`src/rtl/crtc_pkg.sv`:
```
`timescale 1ns / 1ps
// ----------------------------------------------------------------------------
// crtc_pkg
// Types, register indexes, request codes and helper functions of the CRT
// controller timing block.
// ----------------------------------------------------------------------------
package crtc_pkg;

    // Request kinds.
    localparam logic [2:0] KIND_SELECT      = 3'd0;
    localparam logic [2:0] KIND_WRITE       = 3'd1;
    localparam logic [2:0] KIND_READ_DATA   = 3'd2;
    localparam logic [2:0] KIND_READ_STATUS = 3'd3;
    localparam logic [2:0] KIND_TICK        = 3'd4;

    // Controller variants.
    localparam logic [1:0] CTYPE_0 = 2'd0;
    localparam logic [1:0] CTYPE_1 = 2'd1;
    localparam logic [1:0] CTYPE_2 = 2'd2;
    localparam logic [1:0] CTYPE_3 = 2'd3;

    // Configuration register indexes on the APB port.
    localparam logic CFG_CTYPE = 1'b0;

    // Internal register file indexes.
    localparam int unsigned NUM_REGS = 16;
    localparam logic [3:0] R_HTOTAL     = 4'd0;
    localparam logic [3:0] R_HDISP      = 4'd1;
    localparam logic [3:0] R_HSYNC_POS  = 4'd2;
    localparam logic [3:0] R_SYNC_WIDTH = 4'd3;
    localparam logic [3:0] R_VTOTAL     = 4'd4;
    localparam logic [3:0] R_VADJ       = 4'd5;
    localparam logic [3:0] R_VDISP      = 4'd6;
    localparam logic [3:0] R_VSYNC_POS  = 4'd7;
    localparam logic [3:0] R_MODE       = 4'd8;
    localparam logic [3:0] R_MAX_RASTER = 4'd9;
    localparam logic [3:0] R_CUR_START  = 4'd10;
    localparam logic [3:0] R_CUR_END    = 4'd11;
    localparam logic [3:0] R_START_HI   = 4'd12;
    localparam logic [3:0] R_START_LO   = 4'd13;
    localparam logic [3:0] R_CUR_HI     = 4'd14;
    localparam logic [3:0] R_CUR_LO     = 4'd15;

    // Selected register numbers that matter for reads.
    localparam logic [4:0] SEL_FIRST_START  = 5'd12;
    localparam logic [4:0] SEL_FIRST_CURSOR = 5'd14;
    localparam logic [4:0] SEL_LAST_READ    = 5'd17;
    localparam logic [4:0] SEL_ALL_ONES     = 5'd31;

    // Write masks and read constants.
    localparam logic [7:0] MASK_7BIT   = 8'h7F;
    localparam logic [7:0] MASK_5BIT   = 8'h1F;
    localparam logic [7:0] MASK_6BIT   = 8'h3F;
    localparam logic [7:0] MASK_2BIT   = 8'h03;
    localparam logic [7:0] STATUS_VBLK = 8'h20;
    localparam logic [7:0] BYTE_ONES   = 8'hFF;

    // Reset values of the register file.
    localparam logic [7:0] REG_DEFAULT [NUM_REGS] = '{
        8'd63, 8'd40, 8'd46, 8'h8E, 8'd38, 8'd0, 8'd25, 8'd30,
        8'd0,  8'd7,  8'd0,  8'd0,  8'h30, 8'd0, 8'd0,  8'd0
    };

    localparam logic [13:0] START_ADDR_RESET = 14'h3000;

    // One request on the input channel.
    typedef struct packed {
        logic [2:0] kind;
        logic [7:0] data;
    } crtc_req_t;

    // One result on the output channel.
    typedef struct packed {
        logic [7:0]  read_data;
        logic [15:0] address;
        logic [4:0]  raster_line;
        logic        disp_on;
        logic        hsync;
        logic        vsync;
        logic        line_done;
        logic        mode_pulse;
    } crtc_rsp_t;

    // Status flags of the timing state.
    typedef struct packed {
        logic hdisp;
        logic vdisp;
        logic de;
        logic hsync;
        logic vsync;
        logic vadj;
        logic lastras;
        logic lastfrm;
        logic latched;
    } crtc_flags_t;

    // Applies the per-register write mask for the given controller variant.
    function automatic logic [7:0] mask_value(input logic [3:0] r, input logic [7:0] v,
                                              input logic [1:0] ctype);
        logic [7:0] res;
        begin
            case (r)
                R_VTOTAL, R_VDISP, R_VSYNC_POS, R_CUR_START: res = v & MASK_7BIT;
                R_VADJ, R_MAX_RASTER, R_CUR_END:             res = v & MASK_5BIT;
                R_MODE:
                begin
                    if (ctype == CTYPE_1 || ctype == CTYPE_2)
                    begin
                        res = v & MASK_2BIT;
                    end
                    else
                    begin
                        res = v;
                    end
                end
                R_START_HI, R_CUR_HI:                        res = v & MASK_6BIT;
                default:                                     res = v;
            endcase
            return res;
        end
    endfunction

endpackage

```
`src/rtl/crt_controller_timing.sv`:
```
`timescale 1ns / 1ps
// ----------------------------------------------------------------------------
// crt_controller_timing
// 6845-style CRT controller: register select, masked writes, data and status
// reads, and character-clock ticks that drive the raster timing counters.
// ----------------------------------------------------------------------------
//
//  Channel  | Signals                               | Direction | Payload
//  ---------+---------------------------------------+-----------+------------
//  request  | req_valid, req_stall, req             | in        | crtc_req_t
//  result   | rsp_valid, rsp_stall, rsp             | out       | crtc_rsp_t
//  config   | psel, penable, pwrite, paddr, pwdata, | in/out    | APB, 32 bit
//           | prdata, pready                        |           |
//
//  Each request is handled at once: the timing state and the result are
//  computed from the state registers and written at the accepting edge.
//  The result goes to the result register, or to the skid register while
//  a stalled result waits. A request can be taken in every cycle while
//  req_stall is low; the two-slot output keeps the input open for one more
//  request while a result waits. req_stall rises only when both output slots
//  are full. Reset loads the default register values, clears the counters
//  and sets the start address to 0x3000; no clearing pass is needed.
// ----------------------------------------------------------------------------
module crt_controller_timing (
    input  logic                 clk,
    input  logic                 rst_n,
    input  logic                 req_valid,
    output logic                 req_stall,
    input  crtc_pkg::crtc_req_t  req,
    output logic                 rsp_valid,
    input  logic                 rsp_stall,
    output crtc_pkg::crtc_rsp_t  rsp,
    input  logic                 psel,
    input  logic                 penable,
    input  logic                 pwrite,
    input  logic [2:0]           paddr,
    input  logic [31:0]          pwdata,
    output logic [31:0]          prdata,
    output logic                 pready
);

    // State registers.
    logic [1:0]             ctype_reg;
    logic [7:0]             regs_reg [crtc_pkg::NUM_REGS];
    logic [7:0]             regs_next [crtc_pkg::NUM_REGS];
    logic [4:0]             sel_reg, sel_next;
    logic [7:0]             char_reg, char_next;
    logic [6:0]             row_reg, row_next;
    logic [4:0]             raster_reg, raster_next;
    logic [5:0]             acnt_reg, acnt_next;
    logic [4:0]             hcnt_reg, hcnt_next;
    logic [4:0]             vcnt_reg, vcnt_next;
    logic [15:0]            addr_reg, addr_next;
    logic [13:0]            rsa_reg, rsa_next;
    logic [13:0]            nra_reg, nra_next;
    crtc_pkg::crtc_flags_t  flags_reg, flags_next;

    // Output slots.
    logic                   rsp_valid_reg;
    logic                   skid_valid_reg;
    crtc_pkg::crtc_rsp_t    rsp_reg;
    crtc_pkg::crtc_rsp_t    skid_reg;
    crtc_pkg::crtc_rsp_t    result;

    // Handshake and derived values.
    logic                   accept;
    logic                   out_take;
    logic                   cfg_wr;
    logic [1:0]             ctype_new;
    logic [4:0]             hsw;
    logic [4:0]             vsw;
    logic [13:0]            start_addr;
    logic                   eol;
    logic                   hdisp_zero;
    logic [7:0]             sel_value;
    logic [7:0]             read_reg_value;
    logic [7:0]             read_status_value;
    logic [7:0]             wval;
    logic [7:0]             rd;
    logic                   nl;
    logic                   ml;

    // Handshakes.
    assign req_stall = skid_valid_reg;
    assign accept    = req_valid && !skid_valid_reg;
    assign out_take  = rsp_valid_reg && !rsp_stall;
    assign rsp_valid = rsp_valid_reg;
    assign rsp       = rsp_reg;

    // APB configuration port.
    assign pready    = 1'b1;
    assign cfg_wr    = psel && penable && pwrite && (paddr[2] == crtc_pkg::CFG_CTYPE);
    assign ctype_new = pwdata[1:0];
    assign prdata    = (paddr[2] == crtc_pkg::CFG_CTYPE) ? {30'd0, ctype_reg} : 32'd0;

    // Sync widths and start address from the current registers.
    always_comb
    begin
        if (regs_reg[crtc_pkg::R_SYNC_WIDTH][3:0] == 4'd0 &&
            (ctype_reg == crtc_pkg::CTYPE_2 || ctype_reg == crtc_pkg::CTYPE_3))
        begin
            hsw = 5'd16;
        end
        else
        begin
            hsw = {1'b0, regs_reg[crtc_pkg::R_SYNC_WIDTH][3:0]};
        end
        if (ctype_reg == crtc_pkg::CTYPE_0 || ctype_reg == crtc_pkg::CTYPE_3)
        begin
            if (regs_reg[crtc_pkg::R_SYNC_WIDTH][7:4] == 4'd0)
            begin
                vsw = 5'd16;
            end
            else
            begin
                vsw = {1'b0, regs_reg[crtc_pkg::R_SYNC_WIDTH][7:4]};
            end
        end
        else
        begin
            vsw = 5'd16;
        end
    end

    assign start_addr = {regs_reg[crtc_pkg::R_START_HI][5:0], regs_reg[crtc_pkg::R_START_LO]};
    assign eol        = (char_reg == regs_reg[crtc_pkg::R_HTOTAL]);
    assign hdisp_zero = (regs_reg[crtc_pkg::R_HDISP] == 8'd0);

    // Register and status reads.
    always_comb
    begin
        sel_value = sel_reg[4] ? 8'd0 : regs_reg[sel_reg[3:0]];
        if (ctype_reg == crtc_pkg::CTYPE_0 || ctype_reg == crtc_pkg::CTYPE_3)
        begin
            read_reg_value = (sel_reg >= crtc_pkg::SEL_FIRST_START &&
                              sel_reg <= crtc_pkg::SEL_LAST_READ) ? sel_value : 8'd0;
        end
        else if (sel_reg >= crtc_pkg::SEL_FIRST_CURSOR && sel_reg <= crtc_pkg::SEL_LAST_READ)
        begin
            read_reg_value = sel_value;
        end
        else if (ctype_reg == crtc_pkg::CTYPE_1 && sel_reg == crtc_pkg::SEL_ALL_ONES)
        begin
            read_reg_value = crtc_pkg::BYTE_ONES;
        end
        else
        begin
            read_reg_value = 8'd0;
        end

        if (ctype_reg == crtc_pkg::CTYPE_1)
        begin
            read_status_value = ({1'b0, row_reg} >= regs_reg[crtc_pkg::R_VDISP]) ?
                                crtc_pkg::STATUS_VBLK : 8'd0;
        end
        else if (ctype_reg == crtc_pkg::CTYPE_3)
        begin
            read_status_value = read_reg_value;
        end
        else
        begin
            read_status_value = crtc_pkg::BYTE_ONES;
        end
    end

    assign wval = crtc_pkg::mask_value(sel_reg[3:0], req.data, ctype_reg);

    // Next timing state for the accepted request.
    always_comb
    begin
        regs_next   = regs_reg;
        sel_next    = sel_reg;
        char_next   = char_reg;
        row_next    = row_reg;
        raster_next = raster_reg;
        acnt_next   = acnt_reg;
        hcnt_next   = hcnt_reg;
        vcnt_next   = vcnt_reg;
        addr_next   = addr_reg;
        rsa_next    = rsa_reg;
        nra_next    = nra_reg;
        flags_next  = flags_reg;
        rd          = 8'd0;
        nl          = 1'b0;
        ml          = 1'b0;

        if (accept)
        begin
            case (req.kind)
                crtc_pkg::KIND_SELECT:
                begin
                    sel_next = req.data[4:0];
                end
                crtc_pkg::KIND_WRITE:
                begin
                    // Writes above R15 are dropped.
                    if (!sel_reg[4])
                    begin
                        regs_next[sel_reg[3:0]] = wval;
                        if (sel_reg[3:0] == crtc_pkg::R_VDISP && {1'b0, row_reg} == wval)
                        begin
                            flags_next.vdisp = 1'b0;
                        end
                        if ((sel_reg[3:0] == crtc_pkg::R_VTOTAL ||
                             sel_reg[3:0] == crtc_pkg::R_MAX_RASTER) && char_reg <= 8'd1)
                        begin
                            flags_next.lastras = ({3'b0, raster_reg} ==
                                                  regs_next[crtc_pkg::R_MAX_RASTER]);
                            flags_next.lastfrm = flags_next.lastras &&
                                ({1'b0, row_reg} == regs_next[crtc_pkg::R_VTOTAL]);
                        end
                        flags_next.de = flags_next.hdisp && flags_next.vdisp;
                    end
                end
                crtc_pkg::KIND_READ_DATA:
                begin
                    rd = read_reg_value;
                end
                crtc_pkg::KIND_READ_STATUS:
                begin
                    rd = read_status_value;
                end
                crtc_pkg::KIND_TICK:
                begin
                    char_next = char_reg + 8'd1;
                    addr_next = addr_reg + 16'd1;

                    // Horizontal sync start, width count and mode latch pulse.
                    if (hsw != 5'd0 && !flags_reg.hsync &&
                        char_next == regs_reg[crtc_pkg::R_HSYNC_POS])
                    begin
                        flags_next.hsync   = 1'b1;
                        hcnt_next          = 5'd0;
                        flags_next.latched = 1'b0;
                    end
                    if (flags_next.hsync)
                    begin
                        if (hcnt_next == hsw)
                        begin
                            flags_next.hsync = 1'b0;
                            if (!flags_next.latched)
                            begin
                                ml                 = 1'b1;
                                flags_next.latched = 1'b1;
                            end
                        end
                        else
                        begin
                            hcnt_next = hcnt_next + 5'd1;
                            if (hsw < 5'd16)
                            begin
                                hcnt_next[4] = 1'b0;
                            end
                            if (hcnt_next == 5'd7 && !flags_next.latched)
                            begin
                                ml                 = 1'b1;
                                flags_next.latched = 1'b1;
                            end
                        end
                    end

                    // Capture the next row address on the last raster line.
                    if (flags_reg.lastras &&
                        (char_next == regs_reg[crtc_pkg::R_HDISP] || (eol && hdisp_zero)))
                    begin
                        nra_next = (eol && hdisp_zero) ? rsa_reg : addr_next[13:0];
                    end

                    if (eol)
                    begin
                        nl               = 1'b1;
                        char_next        = 8'd0;
                        flags_next.hdisp = !hdisp_zero;

                        // Vertical sync width count.
                        if (flags_reg.vsync)
                        begin
                            vcnt_next = vcnt_reg + 5'd1;
                            if (vcnt_next >= vsw)
                            begin
                                flags_next.vsync = 1'b0;
                            end
                        end

                        // Vertical adjust, row and raster advance.
                        if (flags_reg.vadj)
                        begin
                            acnt_next = acnt_reg + 6'd1;
                            if ({2'b0, acnt_next} > regs_reg[crtc_pkg::R_VADJ])
                            begin
                                flags_next.vadj  = 1'b0;
                                acnt_next        = 6'd0;
                                row_next         = 7'd0;
                                raster_next      = 5'd0;
                                rsa_next         = start_addr;
                                nra_next         = start_addr;
                                flags_next.vdisp = (regs_reg[crtc_pkg::R_VDISP] != 8'd0);
                            end
                        end
                        else if (flags_reg.lastras)
                        begin
                            raster_next = 5'd0;
                            if (flags_reg.lastfrm)
                            begin
                                if (regs_reg[crtc_pkg::R_VADJ] != 8'd0)
                                begin
                                    flags_next.vadj = 1'b1;
                                    acnt_next       = 6'd0;
                                end
                                else
                                begin
                                    row_next         = 7'd0;
                                    rsa_next         = start_addr;
                                    nra_next         = start_addr;
                                    flags_next.vdisp = (regs_reg[crtc_pkg::R_VDISP] != 8'd0);
                                end
                            end
                            else
                            begin
                                row_next = row_reg + 7'd1;
                                if ({1'b0, row_next} == regs_reg[crtc_pkg::R_VDISP])
                                begin
                                    flags_next.vdisp = 1'b0;
                                end
                            end
                        end
                        else
                        begin
                            raster_next = raster_reg + 5'd1;
                        end

                        // Variant 1 reloads the start address on every line of row zero.
                        if (ctype_reg == crtc_pkg::CTYPE_1 && row_next == 7'd0)
                        begin
                            rsa_next = start_addr;
                            nra_next = start_addr;
                        end
                        rsa_next  = nra_next;
                        addr_next = {2'b0, nra_next};

                        flags_next.lastras = ({3'b0, raster_next} ==
                                              regs_reg[crtc_pkg::R_MAX_RASTER]);
                        flags_next.lastfrm = flags_next.lastras &&
                            ({1'b0, row_next} == regs_reg[crtc_pkg::R_VTOTAL]);
                    end
                    else if (char_next == regs_reg[crtc_pkg::R_HDISP])
                    begin
                        flags_next.hdisp = 1'b0;
                    end

                    // Vertical sync start.
                    if ({1'b0, row_next} == regs_reg[crtc_pkg::R_VSYNC_POS] &&
                        !flags_next.vsync)
                    begin
                        flags_next.vsync = 1'b1;
                        vcnt_next        = 5'd0;
                    end
                    flags_next.de = flags_next.hdisp && flags_next.vdisp;
                end
                default:
                begin
                    // Unknown kinds leave the state alone.
                end
            endcase
        end

        // A variant change re-masks the mode register.
        if (cfg_wr)
        begin
            regs_next[crtc_pkg::R_MODE] = crtc_pkg::mask_value(crtc_pkg::R_MODE,
                                              regs_next[crtc_pkg::R_MODE], ctype_new);
        end
    end

    // Result of the accepted request.
    always_comb
    begin
        result.read_data   = rd;
        result.address     = addr_next;
        result.raster_line = raster_next;
        result.disp_on     = flags_next.de;
        result.hsync       = flags_next.hsync;
        result.vsync       = flags_next.vsync;
        result.line_done   = nl;
        result.mode_pulse  = ml;
    end

    // Timing state update.
    always_ff @(posedge clk or negedge rst_n)
    begin
        if (!rst_n)
        begin
            ctype_reg  <= crtc_pkg::CTYPE_1;
            regs_reg   <= crtc_pkg::REG_DEFAULT;
            sel_reg    <= 5'd0;
            char_reg   <= 8'd0;
            row_reg    <= 7'd0;
            raster_reg <= 5'd0;
            acnt_reg   <= 6'd0;
            hcnt_reg   <= 5'd0;
            vcnt_reg   <= 5'd0;
            addr_reg   <= {2'b0, crtc_pkg::START_ADDR_RESET};
            rsa_reg    <= crtc_pkg::START_ADDR_RESET;
            nra_reg    <= crtc_pkg::START_ADDR_RESET;
            flags_reg  <= '{hdisp: 1'b1, vdisp: 1'b1, de: 1'b1, default: 1'b0};
        end
        else
        begin
            if (cfg_wr)
            begin
                ctype_reg <= ctype_new;
            end
            regs_reg   <= regs_next;
            sel_reg    <= sel_next;
            char_reg   <= char_next;
            row_reg    <= row_next;
            raster_reg <= raster_next;
            acnt_reg   <= acnt_next;
            hcnt_reg   <= hcnt_next;
            vcnt_reg   <= vcnt_next;
            addr_reg   <= addr_next;
            rsa_reg    <= rsa_next;
            nra_reg    <= nra_next;
            flags_reg  <= flags_next;
        end
    end

    // Output slot control.
    always_ff @(posedge clk or negedge rst_n)
    begin
        if (!rst_n)
        begin
            rsp_valid_reg  <= 1'b0;
            skid_valid_reg <= 1'b0;
        end
        else if (accept)
        begin
            if (!rsp_valid_reg || out_take)
            begin
                rsp_valid_reg <= 1'b1;
            end
            else
            begin
                skid_valid_reg <= 1'b1;
            end
        end
        else if (out_take)
        begin
            if (skid_valid_reg)
            begin
                skid_valid_reg <= 1'b0;
            end
            else
            begin
                rsp_valid_reg <= 1'b0;
            end
        end
    end

    // Output slot payload.
    always_ff @(posedge clk)
    begin
        if (accept)
        begin
            if (!rsp_valid_reg || out_take)
            begin
                rsp_reg <= result;
            end
            else
            begin
                skid_reg <= result;
            end
        end
        else if (out_take && skid_valid_reg)
        begin
            rsp_reg <= skid_reg;
        end
    end

    // The skid slot only fills behind a waiting result.
    assert property (@(posedge clk) disable iff (!rst_n)
        skid_valid_reg |-> rsp_valid_reg)
        else $error("skid slot holds a result while the result slot is empty");

    // Display enable always tracks both display flags.
    assert property (@(posedge clk) disable iff (!rst_n)
        flags_reg.de == (flags_reg.hdisp && flags_reg.vdisp))
        else $error("display enable out of step with display flags");

    // An accepted request always leaves a result behind.
    assert property (@(posedge clk) disable iff (!rst_n)
        accept |=> rsp_valid_reg)
        else $error("accepted request produced no result");

    // At the end of a line the address counter restarts at the row start.
    assert property (@(posedge clk) disable iff (!rst_n)
        (accept && req.kind == crtc_pkg::KIND_TICK &&
         char_reg == regs_reg[crtc_pkg::R_HTOTAL])
        |=> addr_reg == {2'b0, rsa_reg})
        else $error("address counter not reloaded at end of line");

endmodule
```
`config.mk`:
```
export PLATFORM = sky130hd
export DESIGN_NAME = crt_controller_timing
export DESIGN_NICKNAME = d
export VERILOG_FILES = /design/src/rtl/crtc_pkg.sv /design/src/rtl/crt_controller_timing.sv
export SDC_FILE = /design/constraint.sdc
export NUM_CORES = 1
export LEC_CHECK = 0
export ABC_AREA = 1
export BUFFER_PORTS_ARGS = -buffer_cell sky130_fd_sc_hd__buf_4
export CAP_MARGIN = 20
export CORE_MARGIN = 2
export CORE_UTILIZATION = 46
export CTS_CLUSTER_SIZE = 24
export DETAILED_ROUTE_END_ITERATION = 10
export PLACE_DENSITY = 0.66
export SYNTH_ARGS = -nofsm -noshare
export SYNTH_HDL_FRONTEND = slang
export SYNTH_SLANG_ARGS = --single-unit
export TNS_END_PERCENT = 1
```
`constraint.sdc`:
```
create_clock -name clk -period 3 [get_ports clk]
set_input_delay 0.6 -clock clk [delete_from_list [all_inputs] [get_ports clk]]
set_output_delay 0.6 -clock clk [all_outputs]
set_load 0.1 [all_outputs]
```
==> results.txt, run 1 <==
Status: finished with violations
Failing checks: negative setup slack
Worst EP required: 3.31 ns
Drt first-iter violations: 1237
Top FF cell, synth: dfrtp_1
Die area: 0.03896 mm2
Largest register FFs: 128
Final Max Slew Viols: 0
Wire length per cell: 18.57 um
CTS tree: built
CP startpoint kind: flip-flop
Reg-to-reg endpoint: rsp[23]$_DFFE_PP_
Critical path peak fanout: 24
Clk buf depth: 3
Layout Area Growth over Synthesis: 15.81%
Fraction of layout cells with a size suffix above 1: 0.1643
Crit. End Element: flip-flop
Number of synthesized flops with an enable pin: 68
Avg Cell Area, Syn: 7.755 um2
Rows: 70
# IOs: 122
Top-area cell type share of the netlist area: 0.2691
Hold WS: 0.003853 ns
Relative slew slack: 0.3167
DR vias/cell: 5.447
Final period util: 1.075
Async SR Flop Fraction: 0.7687
Vias in the first global route: 14780
Core ar.: 0.03670 mm2
Drt first pass iters: 6
Worst-path clk slew: 0.06 ns
Fmax: 310.1 MHz
R2r startpoint: acnt_reg[0]$_DFFE_PN0P_
Post-synth top area cell: dfrtp_1
Clock net sink count: 294
Worst setup margin: -0.2243 ns
Cell Area, Synth: 0.01720 mm2
First-pass GRT wire length: 83.38 mm
Worst slew pin tran: 1.024 ns
Peak supply drop: 0.0003710 V
Pre-CTS setup slack: -0.3701 ns
Die H: 197.4 um
Final WL: 52.54 mm
Skew-Pair Late Insertion Delay: 0.56 ns
Max-capacitance violation count: 0
Overflow after GRT: 0
P_leak: 9.666 nW
Setup Viol. Count Final: 48
CP Data Arrival Time: 3.54 ns
PortBufs: 58
Fin cells: 2829
CTS H-tree depth: 2
Via count: 15410
Post-DP HPWL: 38.26 mm
FF+latch count, synth: 294
WS Path Type: reg2reg
Total GRT Usage: 0.2771
Synth area leaders: dfrtp_1 27%, nand2_1 12%, edfxtp_1 12%
Yosys cell types: 57
FF-to-FF setup slack: -0.22 ns
Initial antenna violation count: 0
RePlAce Congestion: 0.9649
Hold Buf Count CTS: 0
PwrDens: 845.9 mW/mm2
DRC violations left: 0
Die Width: 197.4 um
Path depth of the worst reg2reg path: 23
Sequential area share after synthesis: 0.4505
Setup TNS: -4.852 ns
Cell count after synthesis: 2218
Final Hold Vio Count: 0
Final #Nets: 2416
Initial cell density of the core: 0.4687
Root Buffer: clkbuf_16
Unrepaired setup endpoints after global routing: yes
ANT cells: 0
Final total power: 16.85 mW
Post-layout min period: 3.224 ns
Num CTS Buffers: 35
Placed Cells: 2762
Largest net degree at the start of global routing: 65
YS warnings: 0
Routed Antenna Nets: 0
Clock skew: 0.01328 ns
Worst min path class: in2async
## logic make-up (layout without fill, tap and decap cells)
group	count (synthesis)	after routing	share of synthesized area
mux	5	5	0.002910
simple gates	989	989	0.2538
fa+ha+maj	29	29	0.02109
compound gates	440	440	0.1438
xor+xnor	53	53	0.02699
flops	294	294	0.4505
other cells	2	31	0.0004366
buf+inv	406	520	0.1005
## area by class of cell
class / instances / area, um2
sequential: 294 / 7749
timing repair buffer: 167 / 1328
tap: 468 / 585.6
multi-input combinational: 1547 / 7945
clock buffer: 45 / 994.7
fill: 3446 / 16780
clock inverter: 19 / 226.5
inverter: 289 / 1092
## stage by stage
| step | cell area, um2 | utilization |
|---|---|---|
| 6_report | 19920 | 0.5428 |
| 5_1_grt | 19920 | 0.5428 |
| 4_1_cts | 19860 | 0.5411 |
| 3_5_place_dp | 18560 | 0.5059 |
| 3_3_place_gp | 18560 | 0.5059 |
| 2_1_floorplan | 17310 | - |
## power breakdown
group / switching (mW) / internal (mW) / leakage [nW] / total [mW]
Sequential: 0.575 / 4.99 / 3.34 / 5.56
Clock: 1.82 / 2.71 / 0.592 / 4.52
Combinational: 4.87 / 1.90 / 5.73 / 6.77
Total: 7.26 / 9.59 / 9.67 / 16.9
## cell usage in the layout, fill, tap and decap left out, types with 28 or more instances in the layout
cell type / count
a22oi_1: 30
nand3_1: 158
nor2_1: 113
ha_1: 28
o21ai_0: 235
dfrtp_1: 185
xor2_1: 47
buf_4: 160
nand2_1: 555
a21oi_1: 48
o22ai_1: 35
clkbuf_16: 36
conb_1: 31
edfxtp_1: 68
inv_1: 273
dfstp_2: 41
nand2_2: 48
o21ai_1: 33
## how the worst max path moves through the flow
| stage | from | endpoint | slack [ns] | depth (start not counted) |
|---|---|---|---|---|
| detailed placement | acnt_reg[0]$_DFFE_PN0P_ | flags_reg[1]$_DFFE_PN0P_ | -0.37 | 20 |
| floorplan | req_stall$_DFFE_PN0P_ | skid_reg[0]$_DFFE_PP_ | -0.20 | 4 |
| finish | acnt_reg[0]$_DFFE_PN0P_ | rsp[23]$_DFFE_PP_ | -0.22 | 23 |
| global placement | acnt_reg[0]$_DFFE_PN0P_ | rsp[2]$_DFFE_PP_ | -0.30 | 23 |
| CTS | acnt_reg[0]$_DFFE_PN0P_ | rsp[15]$_DFFE_PP_ | -0.13 | 23 |
| global route | acnt_reg[0]$_DFFE_PN0P_ | rsp[12]$_DFFE_PP_ | -0.47 | 23 |
## Yosys cell counts (all sizes together) (6+ instances only)
cell type,number
nand4,22
a22oi,30
dfrtp,185
nor2,125
nand3,165
o22ai,35
o21ai,275
a41oi,6
dfstp,41
and2,14
nand2,610
a31oi,8
clkbuf,47
xor2,48
a21oi,49
inv,284
buf,70
ha,29
or2,18
edfxtp,68
nor3,28
o211ai,17
## per-layer routing
metal	wire [um]	vias to the layer above	share of wire	GRT usage
li1	-	7467	-	-
met1	24020	7354	0.46	0.3878
met5	0	-	0	0
met4	1654	0	0.031	0.09663
met3	3173	94	0.060	0.03842
met2	23690	495	0.45	0.4420
## critical path: stages, from the launching register on
cell,delay [ns]
dfrtp_1,0.38
nand3_1,0.11
nand3b_1,0.18
xor2_1,0.22
inv_1,0.07
ha_1,0.29
nand2_1,0.07
nor3_1,0.12
nand2_1,0.09
nand2_2,0.08
nand2_4,0.12
nand2_1,0.10
nand2_1,0.06
nand2_2,0.08
inv_1,0.06
nor3_2,0.17
nand2_2,0.09
buf_12,0.17
o21ai_1,0.14
inv_1,0.06
nand2_2,0.11
nand3_1,0.08
nand2_1,0.08
inv_1,0.03
## repair_timing
item | 4_1_cts | 5_1_grt
setup buffers | 1 | 2
resized for setup | 28 | 19
pin swaps | 9 | 5
endpoints found under the setup margin | 78 | 110
No activity file was read; power rests on OpenSTA's default activity.
==> run 2: changes to the inputs <==
--- a/config.mk
+++ b/config.mk
@@ -12,6 +12,7 @@
 export CORE_UTILIZATION = 46
 export CTS_CLUSTER_SIZE = 24
 export DETAILED_ROUTE_END_ITERATION = 10
+export MAX_ROUTING_LAYER = met4
 export PLACE_DENSITY = 0.66
 export SYNTH_ARGS = -nofsm -noshare
 export SYNTH_HDL_FRONTEND = slang
==> run 2 against run 1 <==
  * The run still ends with negative setup slack left
  * Combinational power up 1%
  * Clock power down 6.2%
  * Total power down 1.0%
  * Via count up 0.92%
  * Critical endpoint is now rsp[22]$_DFFE_PP_
  * Critical path type unchanged
  * Count of clock-buffer cells in the layout up 8
  * Global-route usage up 1.1 points
==> results.txt, run 2 (synthesized netlist as in run 1, its figures left out) <==
Worst-path clk slew: 0.06 ns (about the same)
Crit path cell chain: nand3_2, nand3b_1, xor2_1, inv_1, ha_4, nand2_4, nor3_4, nand2_1, nand2_2, nand2_4, buf_12, nand3_4, nand2_4, nor3_4, nand2_2, buf_12, o21ai_2, inv_1, nand2_2, nand3_1, nand2_1, inv_1 (was nand3_1, nand3b_1, xor2_1, inv_1, ha_1, nand2_1, nor3_1, nand2_1, nand2_2, nand2_4, nand2_1, nand2_1, nand2_2, inv_1, nor3_2, nand2_2, buf_12, o21ai_1, inv_1, nand2_2, nand3_1, nand2_1, inv_1)
Core ar.: 0.03670 mm2 (unchanged)
Clk buf depth: 3 (unchanged)
Clock net sink count: 294 (unchanged)
Failing checks: negative setup slack (unchanged)
Total GRT Usage: 0.2876 (was 0.2771)
Drt first pass iters: 6 (unchanged)
Vias in the first global route: 14700 (was 14780)
CP max stage delay: 0.41 ns (was 0.38 ns)
Setup Viol. Count Final: 55 (was 48)
Final Max Slew Viols: 0 (unchanged)
WS Path Type: reg2reg (unchanged)
R2r startpoint: acnt_reg[0]$_DFFE_PN0P_ (unchanged)
Placed Cells: 2768 (was 2762)
Routed Antenna Nets: 0 (unchanged)
Hold WS: 0.04645 ns (was 0.003853 ns)
DR vias/cell: 5.480 (was 5.447)
Internal power: 9.455 mW (was 9.591 mW)
FF-to-FF setup slack: -0.27 ns (was -0.22 ns)
Core Util, Final: 0.5496 (was 0.5428)
Switching share of power: 0.4331 (was 0.4308)
Drt first-iter violations: 1445 (was 1237)
Clk pwr share: 0.254 (was 0.268)
Switching pwr: 7.223 mW (was 7.260 mW)
Overflow after GRT: 0 (unchanged)
CP startpoint: acnt_reg[0]$_DFFE_PN0P_ (unchanged)
Final period util: 1.089 (was 1.075)
Rows: 70 (unchanged)
Initial antenna violation count: 0 (unchanged)
CP startpoint kind: flip-flop (unchanged)
Unrepaired setup endpoints after global routing: yes (unchanged)
PwrDens: 826.8 mW/mm2 (was 845.9 mW/mm2)
Fmax: 306.1 MHz (was 310.1 MHz)
Largest register FFs: 128 (unchanged)
Sequential power share: 0.335 (was 0.330)
P_leak: 9.747 nW (was 9.666 nW)
Post-DP HPWL: 39.11 mm (was 38.26 mm)
Status: finished with violations (unchanged)
Fin cells: 2838 (was 2829)
Critical path peak fanout: 23 (was 24)
Fillers: 3429 (was 3446)
Worst setup margin: -0.2672 ns (was -0.2243 ns)
Path depth of the worst reg2reg path: 22 (was 23)
Reg-to-reg endpoint: rsp[22]$_DFFE_PP_ (was rsp[23]$_DFFE_PP_)
Final Hold Vio Count: 0 (unchanged)
CP Buf/Inv Count: 5 (unchanged)
RePlAce Congestion: 1.002 (was 0.9649)
# IOs: 122 (unchanged)
CP max stage cell: dfrtp_1 (unchanged)
Crit. End Element: flip-flop (unchanged)
CP delay by family, top: simple AND/OR/NAND/NOR gates (unchanged)
Final WL: 54.24 mm (was 52.54 mm)
Skew-Pair Late Insertion Delay: 0.53 ns (was 0.56 ns)
Final #Nets: 2426 (was 2416)
DRC violations left: 0 (unchanged)
Worst min path class: in2async (unchanged)
ANT cells: 0 (unchanged)
Fraction of layout cells with a size suffix above 1: 0.1772 (was 0.1643)
Root Buffer: clkbuf_16 (unchanged)
Die H: 197.4 um (unchanged)
Via count: 15550 (was 15410)
Post-layout min period: 3.267 ns (was 3.224 ns)
Layout Area Growth over Synthesis: 17.26% (was 15.81%)
Comb power frac: 0.411 (was 0.402)
Die Width: 197.4 um (unchanged)
Most frequent cells in the layout: 547 x nand2_1, 273 x inv_1, 224 x o21ai_0, 184 x dfrtp_1, 166 x buf_4 (was 555 x nand2_1, 273 x inv_1, 235 x o21ai_0, 185 x dfrtp_1, 160 x buf_4)
CTS tree: built (unchanged)
CP Data Arrival Time: 3.55 ns (was 3.54 ns)
Num CTS Buffers: 35 (unchanged)
Clock skew: 0.01701 ns (was 0.01328 ns)
Die area: 0.03896 mm2 (unchanged)
Wire length per cell: 19.11 um (was 18.57 um)
Max-capacitance violation count: 0 (unchanged)
PortBufs: 58 (unchanged)
Largest net degree at the start of global routing: 72 (was 65)
Worst slew pin tran: 0.7605 ns (was 1.024 ns)
Initial cell density of the core: 0.4687 (unchanged)
Most common cell after layout, fill and taps aside: nand2_1 (unchanged)
Peak supply drop: 0.0005618 V (was 0.0003710 V)
CTS H-tree depth: 2 (unchanged)
Crit path depth: 22 (was 23)
First-pass GRT wire length: 83.95 mm (was 83.38 mm)
Worst EP required: 3.29 ns (was 3.31 ns)
Relative slew slack: 0.4911 (was 0.3167)
run 2: cell types whose count changed in the layout (fill, tap and decap cells not counted), moves of 4 or more:
cell / delta
buf_4: +6
clkbuf_1: +9
clkinv_1: +4
clkinv_2: -4
nand2_1: -8
nand2_2: +4
nand3_1: -13
nand3_2: +12
o21ai_0: -11
o21ai_1: +7
o21ai_2: +4
run 2: per-stage QoR:
stage	worst slack, ns	TNS, ns	cell area (um2)	power [mW]
after floorplan	-0.1985	-6.751	17310	10.29
after global placement	-0.2858	-7.116	18630	12.15
after detailed placement	-0.3614	-13.22	18630	12.24
after CTS	-0.2122	-3.838	19870	16.56
after global routing	-0.4422	-21.58	20170	17.56
final	-0.2672	-6.952	20170	16.68
run 2: final cells by class:
cell class	instances	area (um2)	share of cell area
sequential	294	7750	0.3842
multi-input combinational	1547	8163	0.4047
inverter	289	1087	0.05390
tap	468	585.6	0.02903
timing repair buffer	177	1458	0.07227
clock inverter	10	101.3	0.005024
clock buffer	53	1026	0.05087
run 2: power groups by stage:
| stage | clock network [mW] | registers [mW] | logic [mW] |
|---|---|---|---|
| final | 4.24 | 5.58 | 6.85 |
| after floorplan | 0 | 6.60 | 3.69 |
| after CTS | 4.31 | 5.56 | 6.68 |
| after detailed placement | 0 | 5.62 | 6.62 |
| after global routing | 4.47 | 5.66 | 7.43 |
| after global placement | 0 | 5.60 | 6.54 |
run 2: repair_timing:
action	CTS	global route
gates cloned	0	1
gates resized for setup	35	68
endpoints found under the hold margin	0	0
endpoints found under the setup margin	87	112
pin swaps	11	19
setup buffers	2	3
hold buffers	0	0
run 2: worst max path at each step:
stage,endpoint,slack [ns]
2_1_floorplan,skid_reg[0]$_DFFE_PP_,-0.20
3_3_place_gp,rsp[2]$_DFFE_PP_,-0.29
3_5_place_dp,rsp[22]$_DFFE_PP_,-0.36
4_1_cts,rsp[2]$_DFFE_PP_,-0.21
5_1_grt,rsp[23]$_DFFE_PP_,-0.44
6_report,rsp[22]$_DFFE_PP_,-0.27
run 2: metal layers:
metal  wire length, um  GRT usage  vias up  part of all wire
li1                  -          -     7482                 -
met1             24650     0.4034     7423              0.45
met2             24500     0.4399      540              0.45
met3              3510    0.03039      107             0.065
met4              1576    0.09078        0             0.029
met5                 0          -        -                 0
